[config.mk]
export PLATFORM = sky130hd
export DESIGN_NAME = start_label_length_frame_deframer_flat
export DESIGN_NICKNAME = d
export VERILOG_FILES = /design/src/hdl/sllfd_pkg.sv /design/src/hdl/sllfd_rx_if.sv /design/src/hdl/sllfd_res_if.sv /design/src/hdl/sllfd_parser.sv /design/src/hdl/sllfd_out_reg.sv /design/src/hdl/start_label_length_frame_deframer.sv /design/src/flat_wrapper.sv
export SDC_FILE = /design/constraint.sdc
export NUM_CORES = 1
export LEC_CHECK = 0
export ABC_CLOCK_PERIOD_IN_PS = 5100
export BUFFER_PORTS_ARGS = -buffer_cell sky130_fd_sc_hd__buf_4
export CORE_AREA = 3 3 117 119
export CTS_BUF_LIST = sky130_fd_sc_hd__clkbuf_8 sky130_fd_sc_hd__clkbuf_16
export DETAILED_ROUTE_END_ITERATION = 16
export DIE_AREA = 0 0 120 122
export PLACE_DENSITY_LB_ADDON = 0.3
export SLEW_MARGIN = 20
export SYNTH_ARGS = -nofsm -noshare
export SYNTH_HDL_FRONTEND = slang
export SYNTH_SLANG_ARGS = --single-unit
export TNS_END_PERCENT = 1
[constraint.sdc]
create_clock -name i_clk -period 5.1 [get_ports i_clk]
set_clock_uncertainty 0.2 [all_clocks]
set_input_delay 0.765 -clock i_clk [delete_from_list [all_inputs] [get_ports i_clk]]
set_output_delay 0.765 -clock i_clk [all_outputs]
set_load 0.05 [all_outputs]
[src/hdl/sllfd_pkg.sv]
// Shared types and constants for the start/label/length frame deframer.
// No dependencies; the parser, the result register and the top level import this package.
package sllfd_pkg;

    // Register map of the configuration port
    localparam int unsigned CfgIdxW = 1;
    localparam logic [CfgIdxW-1:0] CfgStartMarker = 1'b0;
    localparam logic [CfgIdxW-1:0] CfgEndMarker   = 1'b1;

    // Reset values of the configuration registers
    localparam logic [7:0] StartMarkerReset = 8'd126;
    localparam logic [7:0] EndMarkerReset   = 8'd231;

    // Payload buffer size: bytes at this offset and beyond are dropped
    localparam logic [15:0] MaxPayload = 16'd600;

    // Result kinds
    localparam logic KindData     = 1'b0;
    localparam logic KindComplete = 1'b1;

    // Parser phases, one-hot
    typedef enum logic [5:0] {
        PhHunt    = 6'b000001,
        PhLabel   = 6'b000010,
        PhLenLo   = 6'b000100,
        PhLenHi   = 6'b001000,
        PhData    = 6'b010000,
        PhWaitEnd = 6'b100000
    } t_phase;

    // One result item
    typedef struct packed {
        logic        kind;
        logic [7:0]  frame_label;
        logic [15:0] position;
        logic [7:0]  payload_byte;
        logic        overflow;
    } t_result;

    // Handoff from the parser to the result register
    typedef struct packed {
        logic    push;
        t_result res;
    } t_push;

endpackage

[src/hdl/sllfd_rx_if.sv]
// Request channel carrying one received byte.
// Depends on nothing but the clock domain of the block.
interface sllfd_rx_if;
    logic       valid;
    logic       ready;
    logic [7:0] rx_byte;

    modport source (output valid, output rx_byte, input ready);
    modport sink   (input valid, input rx_byte, output ready);
endinterface

[src/hdl/sllfd_res_if.sv]
// Result channel of the deframer: payload bytes and frame completions.
// Field widths follow the result struct in sllfd_pkg.
interface sllfd_res_if;
    logic        valid;
    logic        ready;
    logic        kind;
    logic [7:0]  frame_label;
    logic [15:0] position;
    logic [7:0]  payload_byte;
    logic        overflow;

    modport source (output valid, output kind, output frame_label, output position,
                    output payload_byte, output overflow, input ready);
    modport sink   (input valid, input kind, input frame_label, input position,
                    input payload_byte, input overflow, output ready);
endinterface

[src/hdl/sllfd_parser.sv]
// Frame parser: phase register, label, length and offset, one byte per request.
// Uses sllfd_pkg; hands a result to sllfd_out_reg through a t_push struct.
module sllfd_parser
    import sllfd_pkg::*;
#(
    parameter logic [15:0] MAX_PAYLOAD = MaxPayload
)
(
    input  logic       i_clk,
    input  logic       i_rst_n,
    input  logic       i_accept,
    input  logic [7:0] i_rx_byte,
    input  logic [7:0] i_start_marker,
    input  logic [7:0] i_end_marker,
    output t_push      o_push
);

    t_phase      r_phase,  n_phase;
    logic [7:0]  r_label,  n_label;
    logic [15:0] r_len,    n_len;
    logic [15:0] r_offset, n_offset;
    logic [15:0] len_full;
    logic [15:0] offset_inc;
    t_push       push;

    assign len_full   = {i_rx_byte, r_len[7:0]};
    assign offset_inc = r_offset + 16'd1;

    // Next-state and result decode for the byte being accepted
    always_comb begin
        n_phase  = r_phase;
        n_label  = r_label;
        n_len    = r_len;
        n_offset = r_offset;
        push     = '0;
        case (r_phase)
            PhLabel: begin
                n_label = i_rx_byte;
                n_phase = PhLenLo;
            end
            PhLenLo: begin
                n_offset = '0;
                n_len    = {8'd0, i_rx_byte};
                n_phase  = PhLenHi;
            end
            PhLenHi: begin
                n_len   = len_full;
                n_phase = (len_full == 16'd0) ? PhWaitEnd : PhData;
            end
            PhData: begin
                if (r_offset < MAX_PAYLOAD) begin
                    push.push             = 1'b1;
                    push.res.kind         = KindData;
                    push.res.frame_label  = r_label;
                    push.res.position     = r_offset;
                    push.res.payload_byte = i_rx_byte;
                    push.res.overflow     = 1'b0;
                end
                n_offset = offset_inc;
                if (offset_inc == r_len) begin
                    n_phase = PhWaitEnd;
                end
            end
            PhWaitEnd: begin
                if (i_rx_byte == i_end_marker) begin
                    push.push             = 1'b1;
                    push.res.kind         = KindComplete;
                    push.res.frame_label  = r_label;
                    push.res.position     = r_offset;
                    push.res.payload_byte = 8'd0;
                    push.res.overflow     = (r_len > MAX_PAYLOAD);
                    n_phase               = PhHunt;
                end
            end
            default: begin
                // hunting, and any code that should never be seen
                n_phase = (i_rx_byte == i_start_marker) ? PhLabel : PhHunt;
            end
        endcase
    end

    // State registers advance only on an accepted request
    always_ff @(posedge i_clk) begin
        if (!i_rst_n) begin
            r_phase  <= PhHunt;
            r_label  <= '0;
            r_len    <= '0;
            r_offset <= '0;
        end else if (i_accept) begin
            r_phase  <= n_phase;
            r_label  <= n_label;
            r_len    <= n_len;
            r_offset <= n_offset;
        end
    end

    assign o_push.push = push.push & i_accept;
    assign o_push.res  = push.res;

endmodule

[src/hdl/sllfd_out_reg.sv]
// Result register: holds one result until the sink takes it.
// Uses sllfd_pkg types; space is free when empty or drained this cycle.
module sllfd_out_reg
    import sllfd_pkg::*;
(
    input  logic    i_clk,
    input  logic    i_rst_n,
    input  t_push   i_push,
    input  logic    i_ready,
    output logic    o_space,
    output logic    o_valid,
    output t_result o_res
);

    logic    r_valid, n_valid;
    t_result r_res;

    assign o_space = !r_valid || i_ready;

    // Valid flag: set on a push, cleared when the sink takes the result
    always_comb begin
        n_valid = r_valid && !i_ready;
        if (i_push.push) begin
            n_valid = 1'b1;
        end
    end

    always_ff @(posedge i_clk) begin
        if (!i_rst_n) begin
            r_valid <= 1'b0;
        end else begin
            r_valid <= n_valid;
        end
    end

    // Payload needs no reset
    always_ff @(posedge i_clk) begin
        if (i_push.push) begin
            r_res <= i_push.res;
        end
    end

    assign o_valid = r_valid;
    assign o_res   = r_res;

endmodule

[src/hdl/start_label_length_frame_deframer.sv]
// Start/label/length frame deframer, top level.
// A result appears in the cycle after the byte that causes it is taken.
// Throughput: one byte per cycle; the single result register stalls input only
// while it holds a result the sink has not taken.
// Reset (synchronous, active low): hunting for start, markers 126 and 231.
module start_label_length_frame_deframer
    import sllfd_pkg::*;
#(
    parameter logic [15:0] MAX_PAYLOAD = MaxPayload
)
(
    input  logic               i_clk,
    input  logic               i_rst_n,
    sllfd_rx_if.sink           i_rx,
    sllfd_res_if.source        o_res,
    input  logic               i_cfg_we,
    input  logic [CfgIdxW-1:0] i_cfg_idx,
    input  logic [7:0]         i_cfg_data
);

    logic [7:0] r_start_marker;
    logic [7:0] r_end_marker;
    logic       accept;
    logic       space;
    t_push      push;
    t_result    res;

    // Configuration registers
    always_ff @(posedge i_clk) begin
        if (!i_rst_n) begin
            r_start_marker <= StartMarkerReset;
            r_end_marker   <= EndMarkerReset;
        end else if (i_cfg_we) begin
            case (i_cfg_idx)
                CfgStartMarker: r_start_marker <= i_cfg_data;
                CfgEndMarker:   r_end_marker   <= i_cfg_data;
                default: begin
                    r_start_marker <= r_start_marker;
                end
            endcase
        end
    end

    assign i_rx.ready = space;
    assign accept     = i_rx.valid && space;

    sllfd_parser #(
        .MAX_PAYLOAD (MAX_PAYLOAD)
    ) u_parser (
        .i_clk          (i_clk),
        .i_rst_n        (i_rst_n),
        .i_accept       (accept),
        .i_rx_byte      (i_rx.rx_byte),
        .i_start_marker (r_start_marker),
        .i_end_marker   (r_end_marker),
        .o_push         (push)
    );

    sllfd_out_reg u_out_reg (
        .i_clk   (i_clk),
        .i_rst_n (i_rst_n),
        .i_push  (push),
        .i_ready (o_res.ready),
        .o_space (space),
        .o_valid (o_res.valid),
        .o_res   (res)
    );

    assign o_res.kind         = res.kind;
    assign o_res.frame_label  = res.frame_label;
    assign o_res.position     = res.position;
    assign o_res.payload_byte = res.payload_byte;
    assign o_res.overflow     = res.overflow;

endmodule
[src/flat_wrapper.sv]
// flat-port wrapper written by rule: the top's interface ports become plain ports
module start_label_length_frame_deframer_flat import sllfd_pkg::*;
#(
    parameter logic [15:0] MAX_PAYLOAD = MaxPayload
)
  (i_clk, i_rst_n, i_cfg_we, i_cfg_idx, i_cfg_data, i_rx_valid, i_rx_rx_byte, i_rx_ready, o_res_valid, o_res_kind, o_res_frame_label, o_res_position, o_res_payload_byte, o_res_overflow, o_res_ready);
  sllfd_rx_if i_rx_i ();
  sllfd_res_if o_res_i ();
  input  logic i_clk;
  input  logic i_rst_n;
  input  logic i_cfg_we;
  input  logic [CfgIdxW-1:0] i_cfg_idx;
  input  logic [7:0] i_cfg_data;
  input wire logic [$bits(i_rx_i.valid)-1:0] i_rx_valid;
  input wire logic [$bits(i_rx_i.rx_byte)-1:0] i_rx_rx_byte;
  output wire logic [$bits(i_rx_i.ready)-1:0] i_rx_ready;
  output wire logic [$bits(o_res_i.valid)-1:0] o_res_valid;
  output wire logic [$bits(o_res_i.kind)-1:0] o_res_kind;
  output wire logic [$bits(o_res_i.frame_label)-1:0] o_res_frame_label;
  output wire logic [$bits(o_res_i.position)-1:0] o_res_position;
  output wire logic [$bits(o_res_i.payload_byte)-1:0] o_res_payload_byte;
  output wire logic [$bits(o_res_i.overflow)-1:0] o_res_overflow;
  input wire logic [$bits(o_res_i.ready)-1:0] o_res_ready;
  assign i_rx_i.valid = i_rx_valid;
  assign i_rx_i.rx_byte = i_rx_rx_byte;
  assign i_rx_ready = i_rx_i.ready;
  assign o_res_valid = o_res_i.valid;
  assign o_res_kind = o_res_i.kind;
  assign o_res_frame_label = o_res_i.frame_label;
  assign o_res_position = o_res_i.position;
  assign o_res_payload_byte = o_res_i.payload_byte;
  assign o_res_overflow = o_res_i.overflow;
  assign o_res_i.ready = o_res_ready;
  start_label_length_frame_deframer #(.MAX_PAYLOAD(MAX_PAYLOAD)) u_core (.i_clk(i_clk), .i_rst_n(i_rst_n), .i_rx(i_rx_i), .o_res(o_res_i), .i_cfg_we(i_cfg_we), .i_cfg_idx(i_cfg_idx), .i_cfg_data(i_cfg_data));
endmodule
== Word level (Yosys, flattened, before mapping) ==
Index checks and enable logic that the tools add are counted.
W data, S select, Z words.

* Register bits: 97
* Output and inout port bits: 36

* $add $sub $neg: 1
* Magnitude comparators: 2
* Equal/unequal tests: 10
* Mux-type cells: 11
* Bitwise logic cells: 3
* Reductions and logical operators: 15

{| class="wikitable"
|+ Operators by type and width
! kind !! count
|-
| $mux W35 || 2
|-
| $pmux W35 S2 || 1
|-
| $pmux W16 S2 || 2
|-
| $pmux W6 S5 || 1
|-
| $mux W6 || 3
|-
| $add A16 B1 Y16 const B || 1
|-
| $eq A16 B16 Y1 || 1
|-
| $eq A8 B8 Y1 || 2
|-
| $gt A16 B10 Y1 const B || 1
|-
| $logic_not A16 Y1 || 1
|-
| $lt A16 B10 Y1 const B || 1
|-
| $reduce_and A2 Y1 || 5
|-
| $eq A6 B2 Y1 const B || 1
|-
| $eq A6 B3 Y1 const B || 1
|-
| $eq A6 B4 Y1 const B || 1
|-
| $eq A6 B5 Y1 const B || 1
|-
| $eq A6 B6 Y1 const B || 1
|-
| $reduce_and A3 Y1 || 2
|-
| $ne A2 B2 Y1 const B || 2
|-
| $reduce_bool A2 Y1 || 2
|-
| $logic_and A1 B1 Y1 || 2
|-
| $logic_not A1 Y1 || 2
|-
| $mux W2 || 1
|-
| $not A1 Y1 || 2
|-
| other kinds (3) || 3
|}

== Depth between registers and ports, before layout ==
Gate-level depths: netlist of the first run.

* Word-level depth: 5
* Depth in mapped cells: 10

== Modules after synthesis ==
Synthesis of the first run repeated with hierarchy kept, for this count alone.

* Cell total of the unflattened synthesis: 512
* Area total of the unflattened synthesis: 5028.6 um^2

{| class="wikitable"
|+ Modules (own cells, without submodules)
! module !! instances !! cells each !! area an instance (um^2)
|-
| sllfd_parser || 1 || 400 || 3295.7
|-
| sllfd_out_reg || 1 || 38 || 1069.8
|-
| start_label_length_frame_deframer || 1 || 74 || 663.1
|}

== Worst setup path before layout of the first run ==
No wires, ideal clock.

* Kind: input-to-reg
* Start point: input i_rx_rx_byte[6]
* End point: register u_core.u_out_reg.r_res (netlist bit u_core.u_out_reg.o_res[0]) (enable)
* Data arrival time: 3336 ps
* Data required time: 4475 ps
* Slack: 1139 ps
* Stages on the path: 7
* Path buffers: 2
* Cell sequence: buf_2 -> xnor2_1 -> nand4_1 -> nor3_1 -> nor2_1 -> clkbuf_1 -> nor2_1

{| class="wikitable"
|+ RTL lines
! what !! RTL line !! text
|-
| start, declared || flat_wrapper.sv:15 || <nowiki>input wire logic [$bits(i_rx_i.rx_byte)-1:0] i_rx_rx_byte;</nowiki>
|-
| end signal, assigned || sllfd_out_reg.sv:39 || <nowiki>r_res <= i_push.res;</nowiki>
|-
| end, declared || sllfd_out_reg.sv:16 || <nowiki>t_result r_res;</nowiki>
|}

==> results_dict.tcl, run 1 <==
set metrics [dict create \
    worstPathMaxFanout 34 \
    path_clk_slew_ns 0.07 \
    numCtsBuffers 9 \
    ys_types 66 \
    core_area_um2 12670 \
    die-area_um2 14640 \
    grt_pass1_vias 3707 \
    cts_setup_buffers 0 \
    cp-start-kind "flop" \
    initial_utilization 0.3903 \
    setup_violations 0 \
    routed_wl_mm 12.06 \
    met3_usage 0.02600 \
    grt_max_degree 77 \
    first_iter_violations 351 \
    finalSetupTns_ns 0 \
    synthToLayoutAreaGrowth_pct 14.77 \
    drtPass1Iterations 5 \
    max-vdd-ir-drop_uv 148.1 \
    synth.most_common_cell "nand2_1" \
    ant_nets 0 \
    outcome "finished clean" \
    overflow 0 \
    max_stage_delay_ns 0.78 \
    track_usage 0.1689 \
    arrival_ns 3.23 \
    grt_first_pass_wirelength_mm 19.55 \
    clockBufferDepth 2 \
    min_period_ns 3.468 \
    route.detailed.drc 0 \
    place_area_um2 5380 \
    hp-class "reg2reg" \
    seq_area_frac_synth 0.4614 \
    cts_tree "built" \
    vias 3987 \
    met1_usage 0.2395 \
    synthFlopType "dfxtp_1" \
    maxCapViolations 0 \
    crit_chain "nor2_1 > nand4b_1 > or4_1 > a21oi_2 > nor2_1 > buf_4 > nor2_4" \
    final_area_um2 5677 \
    synth_common_cells "nand2_1, dfxtp_1, nor2b_1, nand3_1, edfxtp_1" \
    ys_ff_latch 97 \
    dpl_worst_slack_ns 1.656 \
    dieHeight_um 122 \
    wl_per_cell_um 16.19 \
    drv_slew 0 \
    critPathCaptureType "flop" \
    yosysTopAreaCellShare 0.2550 \
    power.density_nw_per_um2 274.9 \
    synth_nets 564 \
    gp_congestion 0.8924 \
    n_antenna_cell 0 \
    grt-busiest-layer "met2" \
    viasPerCell 5.352 \
    cp_common_cell "nor2_1" \
    crit_buf_inv 1 \
    total_power_mw 1.560 \
    row_count 41 \
    die_w_um 120 \
    final-hold-violation-count 0 \
    tightest_slew_ns 0.9981 \
    yosys_warnings 0 \
    async_flop_share 0 \
    h-tree-depth 3 \
    grt_util_met2 0.2631 \
    dp_hpwl_mm 8.541 \
    drive_gt1_frac 0.1518 \
    fin_ws_ns 1.632 \
    max_clock_freq_mhz 288.3 \
    ios 58 \
    fin_crit_sh 0.6800 \
    syn_area_um2 4946 \
    syn_inst 541 \
    antenna_found_initial 0 \
    hold_buffers 0 \
    synth-edff-count 34 \
    postCtsResizedCells 0 \
    worstPathRequired_ns 4.87 \
    p_leak_nw 1.955 \
    synth_largest_area_cell "dfxtp_1" \
    slew-limit-headroom 0.3321 \
    fin_nets 591 \
    cts-root-buf "clkbuf_16" \
    fillerInstances 1184 \
    syn_avg_cell_area_um2 9.142 \
    cp_slowest_cell "nor2_4" \
    clk_latency_ns 0.35 \
    cts_sinks 97 \
    cp_top_family "simple AND/OR/NAND/NOR gates" \
    ys_top_cells_by_area "dfxtp_1, edfxtp_1, xnor2_1" \
    rsz0062_at_grt "no" \
    portBuffers 57 \
    crit_type "reg2reg" \
]
[stage by stage]
step	utilization	cells	hold slack [ns]
floorplan	-	541	0.2314
global placement	0.4246	729	0.2434
detailed placement	0.4246	729	0.2467
CTS	0.4480	745	0.2570
global route	0.4480	745	0.2667
finish	0.4480	745	0.2515
[power by group]
part / total (mW) / internal (mW) / switching [mW] / leakage, nW
Combinational: 0.0695 / 0.0315 / 0.0380 / 1.02
Clock: 0.681 / 0.382 / 0.299 / 0.154
Sequential: 0.810 / 0.802 / 0.00737 / 0.778
Total: 1.56 / 1.22 / 0.344 / 1.96
[tightest hold or removal path: stages (launching register included)]
cell	delay, ns
dfxtp_1	0.31
nand2_1	0.04
o21ai_0	0.05
[cell type report]
class                           instances  area [um^2]  area share
Clock buffer                            9        225.2     0.03967
Inverter                                4        15.01    0.002645
Multi-Input combinational cell        398         2432      0.4285
Tap cell                              172        215.2     0.03791
Timing Repair Buffer                   58        435.4     0.07670
Clock inverter                          7        71.32     0.01256
Sequential cell                        97         2282      0.4020
[metal layers]
metal | vias to the layer above | wire length, um
li1 | 1960 | -
met1 | 1866 | 5764
met2 | 138 | 5430
met3 | 23 | 625
met4 | 0 | 244
met5 | - | 0
[layout by cell type, fill, tap and decap left out, drive strengths merged, types with 2 or more instances in the layout]
cell type,synthesis,routed
xor2,8,8
nand4,11,11
and4,3,3
nand4bb,2,2
o211ai,2,2
nand4b,6,6
or4,4,4
o211a,2,2
inv,4,8
buf,22,58
clkbuf,20,9
a41o,2,2
a21oi,14,14
a21boi,16,16
nor2,30,30
a22oi,9,9
clkinv,0,2
and3,4,4
nand2b,5,5
or3,2,2
nor3,14,14
o21ai,30,30
a211oi,2,2
xnor2,31,31
nor4,8,8
nor2b,40,40
nand3b,3,3
o2111ai,2,2
dfxtp,63,63
a211o,2,2
nand2,72,72
and2,18,18
edfxtp,34,34
nand3,39,39
[final timing paths]
check | from | end | slack [ns] | cells after the start
worst max-delay path | u_core.u_parser.r_phase[2] | u_core.u_out_reg.o_res[10] | 1.63 | 7
worst max register to register | u_core.u_parser.r_phase[2] | u_core.u_out_reg.o_res[10] | 1.63 | 7
worst min-delay path | u_core.u_parser.r_label[0] | u_core.u_parser.r_label[0] | 0.25 | 2
worst min register to register | u_core.u_parser.r_label[0] | u_core.u_parser.r_label[0] | 0.25 | 2
[registers in the layout (all words and copies together), names as in the netlist]
register,count
u_core.u_parser.r_len,16
u_core.u_out_reg.o_res,34
u_core.u_parser.r_phase,6
u_core.u_parser.r_offset,16
u_core.r_start_marker,8
u_core.u_parser.r_label,8
u_core.u_out_reg.o_valid,1
u_core.r_end_marker,8
[cells by family (layout without fill, tap and decap cells)]
| family | count (synthesis) | in the layout | synth area share |
|---|---|---|---|
| buf+inv | 46 | 78 | 0.04832 |
| compound gates | 90 | 90 | 0.1212 |
| flops | 97 | 97 | 0.4614 |
| simple gates | 267 | 267 | 0.2952 |
| mux | 1 | 1 | 0.002277 |
| fa+ha+maj | 1 | 1 | 0.002529 |
| xor+xnor | 39 | 39 | 0.06906 |
(Power assumes the default switching activity.)
==> inputs of run 2 (changes only) <==
ABC_CLOCK_PERIOD_IN_PS = 3200   (was 5100)
clock period = 3.2 ns   (was 5.1 ns; I/O delays follow)
==> results_dict.tcl, run 2 (synthesized netlist as in run 1, its figures left out) <==
set metrics [dict create \
    seq_power_share 0.538 \
    pwr-share-comb 0.046 \
    final_area_um2 5813 \
    synthToLayoutAreaGrowth_pct 17.53 \
    hold_path_end "u_core.r_start_marker[2]" \
    min_period_ns 2.854 \
    fillerInstances 1234 \
    n_antenna_cell 0 \
    rr_worst_depth 7 \
    r2r_start "u_core.u_parser.r_offset[2]" \
    portBuffers 57 \
    cts_sinks 97 \
    drv_slew 0 \
    h-tree-depth 3 \
    slew-limit-headroom 0.5305 \
    vias 4004 \
    cts_setup_buffers 0 \
    die_w_um 120 \
    cp-start-kind "flop" \
    rsz0062_at_grt "no" \
    worstPathRequired_ns 3.23 \
    final-hold-violation-count 0 \
    drtPass1Iterations 4 \
    r2r_end "u_core.u_parser.r_phase[0]" \
    rrSetupSlack_ns 0.35 \
    dieHeight_um 122 \
    numCtsBuffers 9 \
    layout_commonest_cell "buf_4" \
    initial_utilization 0.3903 \
    clockBufferDepth 2 \
    overflow 0 \
    tightest_slew_ns 0.7042 \
    path_clk_slew_ns 0.07 \
    gp_congestion 0.8877 \
    track_usage 0.1734 \
    drive_gt1_frac 0.1804 \
    core_area_um2 12670 \
    cts-root-buf "clkbuf_16" \
    place_area_um2 5543 \
    hp-class "in2reg" \
    power.density_nw_per_um2 412.8 \
    maxCapViolations 0 \
    clk_latency_ns 0.34 \
    critPathCaptureType "flop" \
    arrival_ns 2.89 \
    grt_max_degree 77 \
    grt_first_pass_wirelength_mm 20.04 \
    die-area_um2 14640 \
    p_leak_nw 2.113 \
    fin_nets 611 \
    route.detailed.drc 0 \
    first_iter_violations 286 \
    p_switching_mw 0.5428 \
    holdPathStages 3 \
    crit_type "reg2reg" \
    swShare 0.2262 \
    power.internal_mw 1.857 \
    setup_violations 0 \
    hp-start "i_cfg_data[2]" \
    mostFrequentLayoutCells "buf_4, nand2_1, dfxtp_1" \
    cts_tree "built" \
    finalSetupTns_ns 0 \
    hold_buffers 0 \
    ant_nets 0 \
    routed_wl_mm 12.34 \
    dp_hpwl_mm 8.980 \
    fin_crit_sh 0.8918 \
    largest_reg_flops 34 \
    max-vdd-ir-drop_uv 212.3 \
    viasPerCell 5.234 \
    ios 58 \
    p_clk_frac 0.416 \
    worstPathMaxFanout 11 \
    grt_pass1_vias 3778 \
    outcome "finished clean" \
    max_clock_freq_mhz 350.4 \
    postCtsResizedCells 0 \
    wl_per_cell_um 16.13 \
    antenna_found_initial 0 \
    row_count 41 \
]
[run 2: power by group through the flow]
stage | Combinational [mW] | Clock [mW] | Sequential, mW
2_1_floorplan | 0.0772 | 0 | 1.31
3_3_place_gp | 0.109 | 0 | 1.32
3_5_place_dp | 0.111 | 0 | 1.32
4_1_cts | 0.111 | 1.02 | 1.29
5_1_grt | 0.123 | 1.08 | 1.29
6_report | 0.111 | 0.998 | 1.29
[run 2: worst max-delay path: stages (launching register included)]
cell and delay, ns:
dfxtp_1 0.53, nand4_2 0.18, nor4_2 0.44, xnor2_1 0.17
nand2_1 0.08, or4b_1 0.49, o31ai_2 0.31, mux2_1 0.35
[run 2: layer usage]
metal / global-route usage / wire (um) / vias to the layer above
met5: 0 / 0 / -
met4: 0.05369 / 175 / 0
met3: 0.02786 / 564 / 14
met2: 0.2757 / 5679 / 107
met1: 0.2432 / 5924 / 1887
li1: - / - / 1996
[run 2: cell type report]
class / count / area [um^2] / share of cell area
clock buffers: 9 / 225.2 / 0.03874
clock inverters: 7 / 45.04 / 0.007749
inverters: 4 / 15.01 / 0.002583
well taps: 172 / 215.2 / 0.03702
repair buffers: 78 / 598.1 / 0.1029
multi-input cells: 398 / 2432 / 0.4184
flip-flops and latches: 97 / 2282 / 0.3926
[run 2: stage by stage]
stage	utilization	setup WS [ns]	hold WS, ns	cells	total power [mW]
after floorplan	-	0.1600	0.2314	541	1.391
after global placement	0.4374	0.4169	0.2442	749	1.426
after detailed placement	0.4374	0.3509	0.2516	749	1.429
after CTS	0.4588	0.3354	0.1437	765	2.426
after global routing	0.4588	0.1421	0.1492	765	2.493
final	0.4588	0.3463	0.1520	765	2.400
[run 2: how the worst max path moves through the flow]
stage                     cells after the start                    startpoint                         end  slack [ns]
final                                         7   u_core.u_parser.r_offset[2]  u_core.u_parser.r_phase[0]        0.35
after global placement                        8               i_rx_rx_byte[2]  u_core.u_parser.r_phase[0]        0.42
after floorplan                               7  u_core.u_parser.r_offset[11]   u_core.u_out_reg.o_res[0]        0.16
after global routing                          8   u_core.u_parser.r_offset[0]  u_core.u_parser.r_phase[0]        0.14
after CTS                                     8   u_core.u_parser.r_offset[0]  u_core.u_parser.r_phase[0]        0.34
after detailed placement                      8   u_core.u_parser.r_offset[0]  u_core.u_parser.r_phase[0]        0.35
==> inputs of run 3 (changes only) <==
ABC_CLOCK_PERIOD_IN_PS = 3110   (was 3200)
clock period = 3.11 ns   (was 3.2 ns; I/O delays follow)
==> results_dict.tcl, run 3 (synthesized netlist as in run 1, its figures left out) <==
set metrics [dict create \
    routed_wl_mm 12.39 \
    n_antenna_cell 0 \
    min_period_ns 2.880 \
    row_count 41 \
    overflow 0 \
    cts_sinks 97 \
    maxCapViolations 0 \
    grt_max_degree 77 \
    vias 4082 \
    ant_nets 0 \
    clockBufferDepth 2 \
    worstPathMaxFanout 10 \
    regArea_um2 2282 \
    power.density_nw_per_um2 437.8 \
    die-area_um2 14640 \
    numCtsBuffers 9 \
    final_util 0.4634 \
    synthToLayoutAreaGrowth_pct 18.72 \
    cp-start-kind "flop" \
    cp_slowest_cell "dfxtp_1" \
    wl_per_cell_um 16.12 \
    p_clk_frac 0.439 \
    rrSetupSlack_ns 0.23 \
    slew-limit-headroom 0.5314 \
    layout_commonest_cell "buf_4" \
    antenna_found_initial 0 \
    die_w_um 120 \
    grt_first_pass_wirelength_mm 19.85 \
    dp_hpwl_mm 8.868 \
    initial_utilization 0.3903 \
    grt_pass1_vias 3691 \
    first_iter_violations 292 \
    rsz0062_at_grt "no" \
    cts_setup_buffers 0 \
    max_stage_delay_ns 0.51 \
    max-vdd-ir-drop_uv 248.5 \
    route.detailed.drc 0 \
    postCtsResizedCells 0 \
    core_area_um2 12670 \
    tightest_slew_ns 0.7028 \
    mostFrequentLayoutCells "buf_4, nand2_1, dfxtp_1" \
    clk_latency_ns 0.35 \
    portBuffers 57 \
    arrival_ns 2.92 \
    finalSetupTns_ns 0 \
    crit_type "reg2reg" \
    p_leak_nw 2.140 \
    hold_buffers 0 \
    hp-class "in2reg" \
    ios 58 \
    worstPathRequired_ns 3.15 \
    drtPass1Iterations 4 \
    fillerInstances 1192 \
    fin_nets 615 \
    cts_tree "built" \
    fin_crit_sh 0.9261 \
    crit_chain "nand4_2 > nor4_2 > xnor2_1 > nand2_1 > or4b_1 > o31ai_2 > mux2_1" \
    crit_buf_inv 0 \
    power.internal_mw 2.000 \
    critPathCaptureType "flop" \
    largest_reg_flops 34 \
    h-tree-depth 3 \
    setup_violations 0 \
    path_clk_slew_ns 0.07 \
    gp_congestion 0.9232 \
    dieHeight_um 122 \
    swShare 0.2222 \
    p_switching_mw 0.5713 \
    seq_power_share 0.516 \
    max_clock_freq_mhz 347.2 \
    drive_gt1_frac 0.1876 \
    multiInputGateArea_um2 2432 \
    final-hold-violation-count 0 \
    hold_slack_ns 0.1394 \
    cp_top_family "simple AND/OR/NAND/NOR gates" \
    viasPerCell 5.308 \
    drv_slew 0 \
    pwr-share-comb 0.046 \
    track_usage 0.1714 \
    cts-root-buf "clkbuf_16" \
    outcome "finished clean" \
]
==> run 3: final cells by class <==
type                            instances  area share
Inverter                                4    0.002557
Multi-Input combinational cell        398      0.4142
Clock inverter                          7     0.01257
Tap cell                              172     0.03665
Clock buffer                            9     0.03836
Sequential cell                        97      0.3887
Timing Repair Buffer                   82      0.1070
==> run 3: per-stage QoR <==
stage                     cells  power [mW]  area [um^2]  setup slack [ns]
after floorplan             541       1.431         4954           0.07004
after global placement      753       1.469         5573            0.3174
after detailed placement    753       1.472         5573            0.2416
after CTS                   769       2.592         5872            0.2287
after global routing        769       2.668         5872           0.02332
final                       769       2.571         5872            0.2300
==> run 3: path summary, 6_finish.rpt <==
check | startpoint | end | depth (start not counted)
hold reg to reg | u_core.u_parser.r_label[2] | u_core.u_parser.r_label[2] | 2
setup / recovery | u_core.u_parser.r_offset[3] | u_core.u_parser.r_phase[0] | 7
hold / removal | i_cfg_data[7] | u_core.r_end_marker[7] | 3
setup reg to reg | u_core.u_parser.r_offset[3] | u_core.u_parser.r_phase[0] | 7
==> run 3: worst register-to-register path: cells and delay by family, from the launching register on <==
family | cells | cell delay [ns]
flops | 1 | 0.51
compound gates | 1 | 0.34
simple gates | 4 | 1.19
mux | 1 | 0.36
xor+xnor | 1 | 0.16
==> run 3: per-layer routing <==
metal	routed length (um)	GRT usage	vias up
li1	-	-	2005
met1	5825	0.2401	1926
met2	5656	0.2659	125
met3	617	0.02600	26
met4	295	0.06943	0
met5	0	0	-
==> run 3: power groups by stage <==
stage / logic (mW) / clock network, mW / registers, mW
2_1_floorplan: 0.0794 / 0 / 1.35
3_3_place_gp: 0.114 / 0 / 1.35
3_5_place_dp: 0.117 / 0 / 1.36
4_1_cts: 0.118 / 1.15 / 1.33
5_1_grt: 0.130 / 1.21 / 1.33
6_report: 0.117 / 1.13 / 1.33
